**src/rtl/adsr_pkg.sv**
```systemverilog
// Shared types and constants for the ADSR envelope generator.
// Holds the payload structs, phase and register codes, and controller/datapath links.
// No dependencies.
package adsr_pkg;

   localparam int CFG_W              = 24;
   localparam int FRAC_BITS          = 24;
   localparam int LEVEL_W            = FRAC_BITS + 1;
   localparam int CSR_IDX_W          = 2;
   localparam int COUNT_BITS_DEFAULT = 24;

   localparam logic [LEVEL_W-1:0] LEVEL_ONE = LEVEL_W'(1) << FRAC_BITS;

   localparam logic [CFG_W-1:0] ATTACK_RESET  = CFG_W'(2205);
   localparam logic [CFG_W-1:0] SUSTAIN_RESET = CFG_W'(441000);
   localparam logic [CFG_W-1:0] DECAY_RESET   = CFG_W'(13230);
   localparam logic [CFG_W-1:0] RELEASE_RESET = CFG_W'(30870);

   // floor(x/5) = (x * RECIP5) >> RECIP5_SH, exact for x below 2^26
   localparam int               RECIP5_SH = 26;
   localparam logic [CFG_W-1:0] RECIP5    = CFG_W'(13421773);

   // step quotient datapath widths
   localparam int MUL_OP_W  = CFG_W + 1;
   localparam int PROD_W    = 2 * MUL_OP_W;
   localparam int NUM_W     = MUL_OP_W + FRAC_BITS;
   localparam int DIV_CNT_W = $clog2(NUM_W);

   typedef enum logic [2:0] {
      PH_IDLE    = 3'd0,
      PH_ATTACK  = 3'd1,
      PH_SUSTAIN = 3'd2,
      PH_DECAY   = 3'd3,
      PH_RELEASE = 3'd4
   } phase_type;

   typedef enum logic [CSR_IDX_W-1:0] {
      CSR_ATTACK  = 2'd0,
      CSR_SUSTAIN = 2'd1,
      CSR_DECAY   = 2'd2,
      CSR_RELEASE = 2'd3
   } csr_index_type;

   typedef struct packed {
      logic       req_type;
      logic [2:0] new_phase;
   } req_payload_type;

   typedef struct packed {
      logic [LEVEL_W-1:0] level;
      phase_type          phase;
   } rsp_payload_type;

   typedef enum logic [3:0] {
      OP_IDLE,
      OP_ATK_END,
      OP_ATK_STEP,
      OP_SUS_END,
      OP_SUS_HOLD,
      OP_DEC_HOLD,
      OP_DEC_END,
      OP_DEC_UP,
      OP_DEC_DOWN,
      OP_REL_END,
      OP_REL_STEP
   } op_type;

   typedef enum logic [2:0] {
      ST_IDLE,
      ST_EVAL,
      ST_MUL,
      ST_LOAD,
      ST_DIV,
      ST_EMIT
   } ctrl_state_type;

   typedef struct packed {
      logic accept;
      logic eval;
      logic mul;
      logic div_start;
      logic div_step;
      logic apply;
   } dp_cmd_type;

   typedef struct packed {
      logic req_tick;
      logic need_div;
      logic out_free;
   } dp_status_type;

endpackage

```
**src/rtl/adsr_controller.sv**
```systemverilog
// Sequencer for the ADSR envelope generator: accept, evaluate, multiply, divide, emit.
// Depends on adsr_pkg.
module adsr_controller (
   input  logic                   clock,
   input  logic                   reset,
   input  logic                   req_valid,
   output logic                   req_stall,
   input  adsr_pkg::dp_status_type status,
   output adsr_pkg::dp_cmd_type    cmd
);
   import adsr_pkg::*;

   ctrl_state_type       state_ff, state_in;
   logic [DIV_CNT_W-1:0] cnt_ff, cnt_in;

   always_ff @(posedge clock) begin
      if (reset) begin
         state_ff <= ST_IDLE;
         cnt_ff   <= '0;
      end else begin
         state_ff <= state_in;
         cnt_ff   <= cnt_in;
      end
   end

   always_comb begin
      state_in  = state_ff;
      cnt_in    = cnt_ff;
      cmd       = '0;
      req_stall = 1'b1;
      case (state_ff)
         ST_IDLE: begin
            req_stall = 1'b0;
            if (req_valid) begin
               cmd.accept = 1'b1;
               if (status.req_tick) state_in = ST_EVAL;
            end
         end
         ST_EVAL: begin
            cmd.eval = 1'b1;
            state_in = status.need_div ? ST_MUL : ST_EMIT;
         end
         ST_MUL: begin
            cmd.mul  = 1'b1;
            state_in = ST_LOAD;
         end
         ST_LOAD: begin
            cmd.div_start = 1'b1;
            cnt_in        = '0;
            state_in      = ST_DIV;
         end
         ST_DIV: begin
            cmd.div_step = 1'b1;
            cnt_in       = cnt_ff + 1'b1;
            if (cnt_ff == DIV_CNT_W'(NUM_W - 1)) state_in = ST_EMIT;
         end
         ST_EMIT: begin
            if (status.out_free) begin
               cmd.apply = 1'b1;
               state_in  = ST_IDLE;
            end
         end
         default: state_in = ST_IDLE;
      endcase
   end

endmodule

```
**src/rtl/adsr_datapath.sv**
```systemverilog
// Datapath of the ADSR envelope generator: registers, envelope state, step
// multiplier, restoring divider and output register. Depends on adsr_pkg.
module adsr_datapath #(
   parameter int COUNT_BITS = adsr_pkg::COUNT_BITS_DEFAULT
) (
   input  logic                              clock,
   input  logic                              reset,
   input  adsr_pkg::dp_cmd_type              cmd,
   output adsr_pkg::dp_status_type           status,
   input  adsr_pkg::req_payload_type         req_data,
   input  logic                              csr_we,
   input  logic [adsr_pkg::CSR_IDX_W-1:0]    csr_index,
   input  logic [adsr_pkg::CFG_W-1:0]        csr_data,
   input  logic                              rsp_stall,
   output logic                              rsp_valid,
   output adsr_pkg::rsp_payload_type         rsp_data
);
   import adsr_pkg::*;

   localparam int CMP_W = (COUNT_BITS > CFG_W) ? COUNT_BITS : CFG_W;
   localparam logic [COUNT_BITS-1:0] COUNT_MAX = '1;

   logic [CFG_W-1:0]      attack_len_ff, sustain_len_ff, decay_len_ff, release_len_ff;
   logic [2*CFG_W-1:0]    d5_prod_ff;
   phase_type             cur_phase_ff, cur_phase_in;
   logic [COUNT_BITS-1:0] elapsed_ff, elapsed_in;
   logic [LEVEL_W-1:0]    cur_level_ff, cur_level_in;
   op_type                op_ff, op_in;
   logic [MUL_OP_W-1:0]   mul_a_ff, mul_a_in, mul_b_ff, mul_b_in;
   logic [NUM_W-1:0]      num_ff, num_in;
   logic [PROD_W-1:0]     prod_ff, den_ff, rem_ff, rem_in;
   logic [NUM_W-1:0]      quo_ff, quo_in;
   logic                  rsp_valid_ff;
   rsp_payload_type       rsp_data_ff, rsp_data_in;

   // configuration registers
   always_ff @(posedge clock) begin
      if (reset) begin
         attack_len_ff  <= ATTACK_RESET;
         sustain_len_ff <= SUSTAIN_RESET;
         decay_len_ff   <= DECAY_RESET;
         release_len_ff <= RELEASE_RESET;
      end else if (csr_we) begin
         case (csr_index)
            CSR_ATTACK:  attack_len_ff  <= csr_data;
            CSR_SUSTAIN: sustain_len_ff <= csr_data;
            CSR_DECAY:   decay_len_ff   <= csr_data;
            CSR_RELEASE: release_len_ff <= csr_data;
            default:     attack_len_ff  <= attack_len_ff;
         endcase
      end
   end

   // decay end threshold D - D/5, via reciprocal multiply
   always_ff @(posedge clock) begin
      d5_prod_ff <= (2*CFG_W)'(decay_len_ff) * (2*CFG_W)'(RECIP5);
   end

   logic [CFG_W-1:0]    decay_thr;
   logic [CMP_W-1:0]    t_ext;
   logic [MUL_OP_W-1:0] t_op, hyp_len, hyp_a;

   assign decay_thr = decay_len_ff - CFG_W'(d5_prod_ff >> RECIP5_SH);
   assign t_ext     = CMP_W'(elapsed_ff);
   // t stays below the phase length whenever it feeds the multiplier
   assign t_op      = MUL_OP_W'(elapsed_ff);
   assign hyp_len   = (cur_phase_ff == PH_RELEASE) ? MUL_OP_W'(release_len_ff)
                                                   : MUL_OP_W'(attack_len_ff);
   assign hyp_a     = t_op + hyp_len;

   always_comb begin
      op_in    = OP_IDLE;
      mul_a_in = hyp_a;
      mul_b_in = hyp_a - MUL_OP_W'(1);
      num_in   = {hyp_len << 1, {FRAC_BITS{1'b0}}};
      case (cur_phase_ff)
         PH_ATTACK: begin
            if (cur_level_ff >= LEVEL_ONE || t_ext >= CMP_W'(attack_len_ff)) op_in = OP_ATK_END;
            else op_in = OP_ATK_STEP;
         end
         PH_SUSTAIN: begin
            op_in = (t_ext >= CMP_W'(sustain_len_ff)) ? OP_SUS_END : OP_SUS_HOLD;
         end
         PH_DECAY: begin
            mul_a_in = MUL_OP_W'(decay_len_ff);
            mul_b_in = MUL_OP_W'(decay_len_ff);
            if (t_ext >= CMP_W'(decay_thr)) begin
               op_in = (decay_len_ff == '0) ? OP_DEC_HOLD : OP_DEC_END;
            end else if (t_ext == CMP_W'(1)) begin
               op_in  = OP_DEC_UP;
               num_in = NUM_W'(1) << FRAC_BITS;
            end else begin
               op_in  = OP_DEC_DOWN;
               num_in = {t_op - MUL_OP_W'(2), {FRAC_BITS{1'b0}}};
            end
         end
         PH_RELEASE: begin
            if (t_ext >= CMP_W'(release_len_ff) || cur_level_ff == '0) op_in = OP_REL_END;
            else op_in = OP_REL_STEP;
         end
         default: op_in = OP_IDLE;
      endcase
   end

   assign status.need_div = (op_in == OP_ATK_STEP) || (op_in == OP_DEC_UP) ||
                            (op_in == OP_DEC_DOWN) || (op_in == OP_REL_STEP);
   assign status.req_tick = !req_data.req_type;
   assign status.out_free = !rsp_valid_ff || !rsp_stall;

   // restoring divider, one quotient bit a cycle
   logic [PROD_W:0] part_rem;
   logic            part_ge;

   assign part_rem = {rem_ff, quo_ff[NUM_W-1]};
   assign part_ge  = part_rem >= {1'b0, den_ff};
   assign rem_in   = part_ge ? PROD_W'(part_rem - {1'b0, den_ff}) : PROD_W'(part_rem);
   assign quo_in   = {quo_ff[NUM_W-2:0], part_ge};

   always_ff @(posedge clock) begin
      if (cmd.eval) begin
         op_ff    <= op_in;
         mul_a_ff <= mul_a_in;
         mul_b_ff <= mul_b_in;
         num_ff   <= num_in;
      end
      if (cmd.mul) prod_ff <= mul_a_ff * mul_b_ff;
      if (cmd.div_start) begin
         den_ff <= prod_ff;
         rem_ff <= '0;
         quo_ff <= num_ff;
      end else if (cmd.div_step) begin
         rem_ff <= rem_in;
         quo_ff <= quo_in;
      end
   end

   // level update
   logic [NUM_W:0]     sum;
   logic [LEVEL_W-1:0] sat_add, sat_sub;
   logic               clear_t;

   assign sum     = {1'b0, NUM_W'(cur_level_ff)} + {1'b0, quo_ff};
   assign sat_add = (sum > (NUM_W + 1)'(LEVEL_ONE)) ? LEVEL_ONE : LEVEL_W'(sum);
   assign sat_sub = (quo_ff >= NUM_W'(cur_level_ff)) ? '0
                                                     : cur_level_ff - LEVEL_W'(quo_ff);

   always_comb begin
      cur_phase_in      = cur_phase_ff;
      cur_level_in      = cur_level_ff;
      clear_t           = 1'b0;
      rsp_data_in.level = LEVEL_ONE;
      case (op_ff)
         OP_ATK_END: begin
            cur_phase_in = PH_SUSTAIN;
            cur_level_in = LEVEL_ONE;
            clear_t      = 1'b1;
         end
         OP_ATK_STEP: begin
            cur_level_in      = sat_add;
            rsp_data_in.level = sat_add;
         end
         OP_SUS_END: begin
            cur_phase_in = PH_DECAY;
            clear_t      = 1'b1;
         end
         OP_SUS_HOLD: cur_level_in = LEVEL_ONE;
         OP_DEC_HOLD: cur_level_in = cur_level_ff;
         OP_DEC_END: begin
            cur_phase_in      = PH_RELEASE;
            clear_t           = 1'b1;
            rsp_data_in.level = cur_level_ff;
         end
         OP_DEC_UP: begin
            cur_level_in      = sat_add;
            rsp_data_in.level = sat_add;
         end
         OP_DEC_DOWN, OP_REL_STEP: begin
            cur_level_in      = sat_sub;
            rsp_data_in.level = sat_sub;
         end
         OP_REL_END: begin
            cur_phase_in      = PH_IDLE;
            cur_level_in      = '0;
            clear_t           = 1'b1;
            rsp_data_in.level = '0;
         end
         default: begin
            cur_phase_in      = PH_IDLE;
            rsp_data_in.level = '0;
         end
      endcase
      rsp_data_in.phase = cur_phase_in;
   end

   always_comb begin
      elapsed_in = elapsed_ff;
      if (cmd.accept) begin
         if (req_data.req_type) elapsed_in = '0;
         else if (elapsed_ff != COUNT_MAX) elapsed_in = elapsed_ff + 1'b1;
      end else if (cmd.apply && clear_t) begin
         elapsed_in = '0;
      end
   end

   always_ff @(posedge clock) begin
      if (reset) begin
         cur_phase_ff <= PH_IDLE;
         elapsed_ff   <= '0;
         cur_level_ff <= '0;
         rsp_valid_ff <= 1'b0;
      end else begin
         elapsed_ff <= elapsed_in;
         if (cmd.accept && req_data.req_type) begin
            cur_phase_ff <= (req_data.new_phase <= 3'(PH_RELEASE))
                            ? phase_type'(req_data.new_phase) : PH_IDLE;
         end else if (cmd.apply) begin
            cur_phase_ff <= cur_phase_in;
            cur_level_ff <= cur_level_in;
         end
         if (cmd.apply) rsp_valid_ff <= 1'b1;
         else if (!rsp_stall) rsp_valid_ff <= 1'b0;
      end
   end

   always_ff @(posedge clock) begin
      if (cmd.apply) rsp_data_ff <= rsp_data_in;
   end

   assign rsp_valid = rsp_valid_ff;
   assign rsp_data  = rsp_data_ff;

endmodule

```
**src/rtl/adsr_envelope_generator_top.sv**
```systemverilog
// Top level of the ADSR envelope generator: controller plus datapath.
// Depends on adsr_pkg, adsr_controller and adsr_datapath.
//
// One request is either a sample tick or a forced phase change. A phase change
// gives no response and leaves the block idle. A tick gives exactly one response,
// the level in unsigned Q1.24 and the phase after the tick. Ticks that only
// hold or end a phase go from evaluation straight to emit; ticks that take an
// attack, decay or release step pass through the multiply, load and divide
// states, where the restoring divider yields one quotient bit per cycle after a
// single multiply for the step denominator. One request is in work at a time;
// a finished response waits in the output register while the next request is
// accepted. The csr_ port is always ready and must only be written while the
// block is idle.
module adsr_envelope_generator_top #(
   parameter int COUNT_BITS = adsr_pkg::COUNT_BITS_DEFAULT
) (
   input  logic                           clock,
   input  logic                           reset,
   // request channel
   input  logic                           req_valid,
   output logic                           req_stall,
   input  adsr_pkg::req_payload_type      req_data,
   // response channel
   output logic                           rsp_valid,
   input  logic                           rsp_stall,
   output adsr_pkg::rsp_payload_type      rsp_data,
   // register writes
   input  logic                           csr_valid,
   output logic                           csr_ready,
   input  logic [adsr_pkg::CSR_IDX_W-1:0] csr_index,
   input  logic [adsr_pkg::CFG_W-1:0]     csr_data
);
   import adsr_pkg::*;

   dp_cmd_type    cmd;
   dp_status_type status;

   assign csr_ready = 1'b1;

   adsr_controller u_ctrl (
      .clock     (clock),
      .reset     (reset),
      .req_valid (req_valid),
      .req_stall (req_stall),
      .status    (status),
      .cmd       (cmd)
   );

   adsr_datapath #(
      .COUNT_BITS (COUNT_BITS)
   ) u_dp (
      .clock     (clock),
      .reset     (reset),
      .cmd       (cmd),
      .status    (status),
      .req_data  (req_data),
      .csr_we    (csr_valid && csr_ready),
      .csr_index (csr_index),
      .csr_data  (csr_data),
      .rsp_stall (rsp_stall),
      .rsp_valid (rsp_valid),
      .rsp_data  (rsp_data)
   );

   // level never leaves 0..1.0
   a_level_range: assert property (@(posedge clock) disable iff (reset)
      rsp_valid |-> rsp_data.level <= LEVEL_ONE)
      else $error("response level above 1.0");

   // idle responses carry zero level
   a_idle_zero: assert property (@(posedge clock) disable iff (reset)
      (rsp_valid && rsp_data.phase == PH_IDLE) |-> rsp_data.level == '0)
      else $error("idle response with nonzero level");

   // sustain responses carry full level
   a_sustain_full: assert property (@(posedge clock) disable iff (reset)
      (rsp_valid && rsp_data.phase == PH_SUSTAIN) |-> rsp_data.level == LEVEL_ONE)
      else $error("sustain response below full level");

   // a phase change request never produces a response
   a_no_rsp_for_phase: assert property (@(posedge clock) disable iff (reset)
      (req_valid && !req_stall && req_data.req_type && !(rsp_valid && rsp_stall))
      |=> !rsp_valid)
      else $error("response produced by a phase change");

endmodule

```
**config.mk**
```make
export PLATFORM = sky130hd
export DESIGN_NAME = adsr_envelope_generator_top
export DESIGN_NICKNAME = d
export VERILOG_FILES = /design/src/rtl/adsr_pkg.sv /design/src/rtl/adsr_controller.sv /design/src/rtl/adsr_datapath.sv /design/src/rtl/adsr_envelope_generator_top.sv
export SDC_FILE = /design/constraint.sdc
export NUM_CORES = 2
export LEC_CHECK = 0
export ABC_CLOCK_PERIOD_IN_PS = 18500
export BUFFER_PORTS_ARGS = -buffer_cell sky130_fd_sc_hd__buf_4
export CAP_MARGIN = 20
export CORE_MARGIN = 2
export CORE_UTILIZATION = 55
export CTS_BUF_LIST = sky130_fd_sc_hd__clkbuf_8 sky130_fd_sc_hd__clkbuf_16
export CTS_CLUSTER_DIAMETER = 100
export DETAILED_ROUTE_END_ITERATION = 8
export GPL_TIMING_DRIVEN = 0
export PLACE_DENSITY = 0.71
export RECOVER_POWER = 25
export SLEW_MARGIN = 20
export SYNTH_ARGS = -nofsm -noshare
export SYNTH_HDL_FRONTEND = slang
export SYNTH_SLANG_ARGS = --single-unit
```
**constraint.sdc**
```tcl
create_clock -name clock -period 18.5 [get_ports clock]
set_clock_uncertainty 0.1 [all_clocks]
set_input_delay 1.85 -clock clock [delete_from_list [all_inputs] [get_ports clock]]
set_output_delay 1.85 -clock clock [all_outputs]
set_load 0.02 [all_outputs]
```
; ---- Word-level counts from Yosys, hierarchy flattened
; Index checks and enable logic that the tools add are counted.
[op_classes]
mux = 47
n_lt_le_gt_ge = 9
bitwise_logic = 2
n_eq_ne = 35
n_mul = 2
add_sub_neg = 9
reduce_logical = 33
[ops]
columns = cell, count
row1 = two-way mux 49 bit, 5
row2 = one-hot mux 25 bit (4 select lines), 2
row3 = two-way mux 24 bit, 7
row4 = greater-or-equal comparator 24 bit, 4
row5 = greater-or-equal comparator 51 x 50 -> 1 bit, 1
row6 = adder 25 x 49 -> 50 bit, 1
row7 = "greater-than comparator 50 x 25 -> 1 bit, second input constant", 1
row8 = multiplier 25 x 25 -> 50 bit, 1
row9 = two-way mux 25 bit, 2
row10 = two-way mux 50 bit, 1
row11 = subtractor 50 bit, 1
row12 = greater-or-equal comparator 49 x 25 -> 1 bit, 1
row13 = "multiplier 24 x 24 -> 48 bit, second input constant", 1
row14 = two-way mux 3 bit, 9
row15 = adder 24 x 24 -> 25 bit, 1
row16 = "greater-or-equal comparator 25 bit, second input constant", 1
row17 = logical NOT 25 bit, 1
row18 = "subtractor 24 x 2 -> 25 bit, second input constant", 1
row19 = "subtractor 25 x 1 -> 25 bit, second input constant", 1
row20 = subtractor 25 bit, 1
row21 = "adder 24 x 1 -> 24 bit, second input constant", 1
row22 = "== test 24 x 1 -> 1 bit, second input constant", 1
row23 = logical NOT 24 bit, 1
row24 = "inequality test 24 bit, second input constant", 1
row25 = 37 further kinds, 90
[totals]
ff_bits = 536
wordCells = 161

; ---- Longest topological paths before layout
[depth]
depth_word = 10
depth_mapped = 29

; ---- Cells and area by module
; A second synthesis with hierarchy kept.
[unflattened]
hier_cells = 6933
hier_area_um2 = 61850.6
[by_module_without_submodules]
columns = module, area_each_um2, n_inst, cells_per_inst
row1 = adsr_datapath, 61290.0, 1, 6866
row2 = adsr_controller, 549.3, 1, 65
row3 = adsr_envelope_generator_top, 11.3, 1, 2

; ---- Worst setup path before layout
; Ideal clock, no wire load.
[synth_path]
kind = reg2reg
from = register u_ctrl.state_ff[0]
to = register u_ctrl.state_ff[1]
required_ns = 18.311
setup_slack_ns = 11.004
t_arrival_ns = 7.307
path_stages_with_launch = 5
period_less_slack_ns = 7.496
path_cell_list = dfxtp_1 -> clkbuf_1 -> nor3b_1 -> o21ai_0 -> a21oi_1
[synth_between]
elab_chain_cells = 3
[synth_lines]
columns = item, line
row1 = from (decl), adsr_controller.sv:13  ; ctrl_state_type state_ff, state_in;
row2 = from (signal assigned), adsr_controller.sv:21  ; state_ff <= state_in;
row3 = == test 3 bit / logical NOT 3 bit (equally long branches), adsr_controller.sv:31  ; case (state_ff)
row4 = inequality test 2 x 1 -> 1 bit (no source line) / inequality test 2 bit (equally long branches), n/a
row5 = AND reduction 4 bit (no source line), n/a
; Parallel ways exist; a longest one is shown, timed or not.
; A chain may end at the register's enable or synchronous reset.

; ---- Worst setup path in the final report
[layout_path]
from = register u_dp.mul_b_ff[8]
to = register u_dp.prod_ff[47] (data pin)
[layout_between]
elab_chain_cells = 1
[layout_lines]
columns = item, line
row1 = from (decl), adsr_datapath.sv:29  ; logic [MUL_OP_W-1:0] mul_a_ff, mul_a_in, mul_b_ff, mul_b_in;
row2 = from (signal assigned), adsr_datapath.sv:123  ; mul_b_ff <= mul_b_in;
row3 = multiplier 25 x 25 -> 50 bit, adsr_datapath.sv:126  ; if (cmd.mul) prod_ff <= mul_a_ff * mul_b_ff;
row4 = to (signal assigned), adsr_datapath.sv:126
row5 = to (decl), adsr_datapath.sv:31  ; logic [PROD_W-1:0] prod_ff, den_ff, rem_ff, rem_in;
; No other way between the ends.

==> flow_summary.json <==
{
  "power_density_nw_per_um2": 193.0,
  "slew_headroom_pct": -25.64,
  "r2r-end": "u_dp.prod_ff[47]",
  "min_to": "u_dp.den_ff[5]",
  "mostFrequentLayoutCells": "inv_1, nand2_1, fa_1",
  "met3WireLength_mm": 17.03,
  "maxCapViolCount": 1,
  "netlist_instances": 7004,
  "dr_wl_met2_mm": 85.56,
  "cts_sinks": 486,
  "slew_violations": 38,
  "outcome": "complete, but fails checks",
  "hold_start": "u_dp.prod_ff[5]",
  "worstSetupStartpointType": "register",
  "ff2ff_path_depth": 26,
  "viasPerCell": 5.836,
  "io_pins": 66,
  "cts-root-buf": "clkbuf_16",
  "placedInstanceArea_sq_um": 64680,
  "dp.cells": 8577,
  "die_h_um": 340.3,
  "hold_class": "register to register",
  "max-vdd-ir-drop_uv": 351.4,
  "cts_tree": "built",
  "io_buffers": 63,
  "yosys-top-cells-area": "fa_1, ha_1, edfxtp_1",
  "cts_hold_buf": 0,
  "holdWs_ns": 0.3162,
  "wl_met1_mm": 77.14,
  "drc_errors": 0,
  "syn2layout_area_growth_pct": 7.141,
  "hold_viol_final": 0,
  "crit_type": "register to register",
  "synth.distinct_cells": 102,
  "synth_seq_cells": 486,
  "dp_hpwl_mm": 154.1,
  "vias": 50670,
  "numCtsBuffers": 55,
  "finalNonFillerCells": 8682,
  "yosysTopAreaCellShare_pct": 24.20,
  "rows": 123,
  "max_freq_mhz": 109.5,
  "violations": "max-capacitance violations, max-slew violations",
  "worst_pin_slew_ns": 1.885,
  "min_path_cells": 0,
  "core_sq_um": 112300,
  "end_kind": "register",
  "start_util_pct": 55.38,
  "grt_pass1_wl_mm": 295.2,
  "netlist_area_sq_um": 62220,
  "synthArstFlopShare_pct": 0,
  "power.leakage_nw": 32.10,
  "drt_wl_total_mm": 190.5,
  "drtIter0Drc": 4469,
  "finalPower_mw": 12.86,
  "wl_per_cell_um": 21.94,
  "clk_path_buf_depth": 3,
  "final_common_cell": "inv_1",
  "post-route-period-util_pct": 49.38,
  "ant_nets": 0,
  "synth_fp_nets": 8521,
  "path_max_fanout": 10,
  "antenna_found_initial": 7,
  "layout_min_cycle_time_ns": 9.136,
  "clk_latency_ns": 0.69,
  "highest_layer": "met5",
  "crit_path_start": "u_dp.mul_b_ff[8]",
  "nets": 8651,
  "tns_ns": 0,
  "cts-resized-gates": 0,
  "syn-mean-instance-area_sq_um": 8.883,
  "dieArea_sq_um": 115800,
  "synth_edf_count": 256,
  "place_congestion": 1.012,
  "clk_pin_slew_ns": 0.07,
  "grt_start_max_net_pins": 50,
  "grt_pass1_vias": 51000,
  "synth-seq-area-share_pct": 19.76,
  "die_w_um": 340.3,
  "required_ns": 18.86,
  "yosys.area.top_type": "fa_1",
  "finalInstanceArea_sq_um": 66660,
  "reg2reg_slack_ns": 9.36,
  "htreeDepth": 2,
  "worstReg2RegStart": "u_dp.mul_b_ff[8]",
  "setup_viol": 0,
  "crit_arrival_ns": 9.49,
  "grt_use_total_pct": 33.00,
  "overflow": 0,
  "first_pass_iters": 8,
  "rsz0062_at_grt": "false",
  "post-cts-setup-buffers": 0,
  "layout-drive-gt1-share_pct": 3.481,
  "yosysWarnings": 0,
  "synth-main-ff-cell": "edfxtp_1"
}
routing by layer:
layer  global-route usage, %  vias up
met4                   15.59        8
met2                   52.77     2277
met5                       0        -
met3                   6.552      572
met1                   43.15    24620
li1                        -    23190
synthesized netlist by cell type, drive strengths merged, types with 12 or more instances:
cell type,n
o21a,54
o31ai,27
a221oi,16
or2,31
a2111oi,16
a211oi,43
nand2,906
and2,234
clkbuf,267
a21o,177
a21boi,12
edfxtp,256
nor3b,16
nand2b,33
o211ai,48
ha,730
nand4,70
inv,1246
or4,14
or3,22
a31oi,40
a211o,14
nor4,33
o21bai,36
buf,25
nor3,79
fa,752
nor2b,48
mux2,13
and3,43
a22oi,20
nand3,103
nor2,324
dfxtp,230
xor2,80
xnor2,136
a21oi,332
o21ai,263
mux2i,56
power by group:
part           leakage [nW]  internal, mW  switching [mW]
Clock                 0.994         0.710           0.504
Combinational          26.9          4.15            5.76
Sequential             4.24          1.64          0.0965
worst max path at each step:
stage                                     to  slack, ns  cells past startpoint
after detailed placement    u_dp.prod_ff[47]       9.55                     26
after floorplan           u_ctrl.state_ff[1]      11.00                      4
after global routing        u_dp.prod_ff[47]       8.98                     26
final                       u_dp.prod_ff[47]       9.36                     26
after CTS                   u_dp.prod_ff[47]       9.47                     26
after global placement    u_ctrl.state_ff[1]       8.49                      4
flip-flops by register name, summed over array words and instances (netlist names), 3 cells and up:
name and cells:
u_ctrl.cnt_ff 6, u_ctrl.state_ff 3, u_dp.attack_len_ff 24, u_dp.cur_level_ff 25, u_dp.cur_phase_ff 3, u_dp.d5_prod_ff 22, u_dp.decay_len_ff 24, u_dp.den_ff 50
u_dp.elapsed_ff 24, u_dp.mul_a_ff 25, u_dp.mul_b_ff 25, u_dp.num_ff 25, u_dp.op_ff 4, u_dp.prod_ff 50, u_dp.quo_ff 49, u_dp.release_len_ff 24
u_dp.rem_ff 50, u_dp.rsp_data 28, u_dp.sustain_len_ff 24
logic make-up (layout without fill, tap and decap cells):
kind of cell	Yosys count	after routing	share of synthesized area, %
adder cells (fa/ha/maj)	1482	1482	38.88
XOR/XNOR	216	216	3.041
multiplexers	69	69	1.136
other	1	2	0.006027
AO/OA/AOI/OAI	1216	1216	12.71
AND/OR/NAND/NOR	1995	1995	15.11
flip-flops	486	486	19.76
buffers and inverters	1539	1716	9.361
layout make-up:
cell class	instances	area, sq um
Multi-Input combinational cell	4979	44120
Antenna cell	1	2.502
Timing Repair Buffer	73	523.0
Inverter	1247	4683
Sequential cell	486	12290
Clock inverter	45	570.5
Fill cell	9956	45690
Clock buffer	59	1443
Tap cell	1500	1877
Buffer	292	1145
critical path: stages (launching register included):
cell	delay, ns
edfxtp_1	0.32
clkbuf_1	0.64
clkbuf_1	0.55
nand2_1	0.16
fa_1	0.54
inv_1	0.05
fa_1	0.49
fa_1	0.57
inv_1	0.06
fa_1	0.49
inv_1	0.05
fa_1	0.47
inv_1	0.06
fa_1	0.52
inv_1	0.05
fa_1	0.47
ha_1	0.39
a21o_1	0.25
or3_1	0.33
o22ai_1	0.16
a21oi_1	0.10
a221oi_1	0.44
a211oi_1	0.21
o211ai_1	0.38
a211oi_1	0.19
o41ai_1	0.52
a21boi_0	0.31
through the flow:
step / worst slack [ns] / util [%]
2_1_floorplan: 11.00 / -
3_3_place_gp: 8.494 / 57.47
3_5_place_dp: 9.549 / 57.58
4_1_cts: 9.474 / 59.37
5_1_grt: 8.979 / 59.33
6_report: 9.364 / 59.34
No activity file was read; power rests on OpenSTA's default activity.
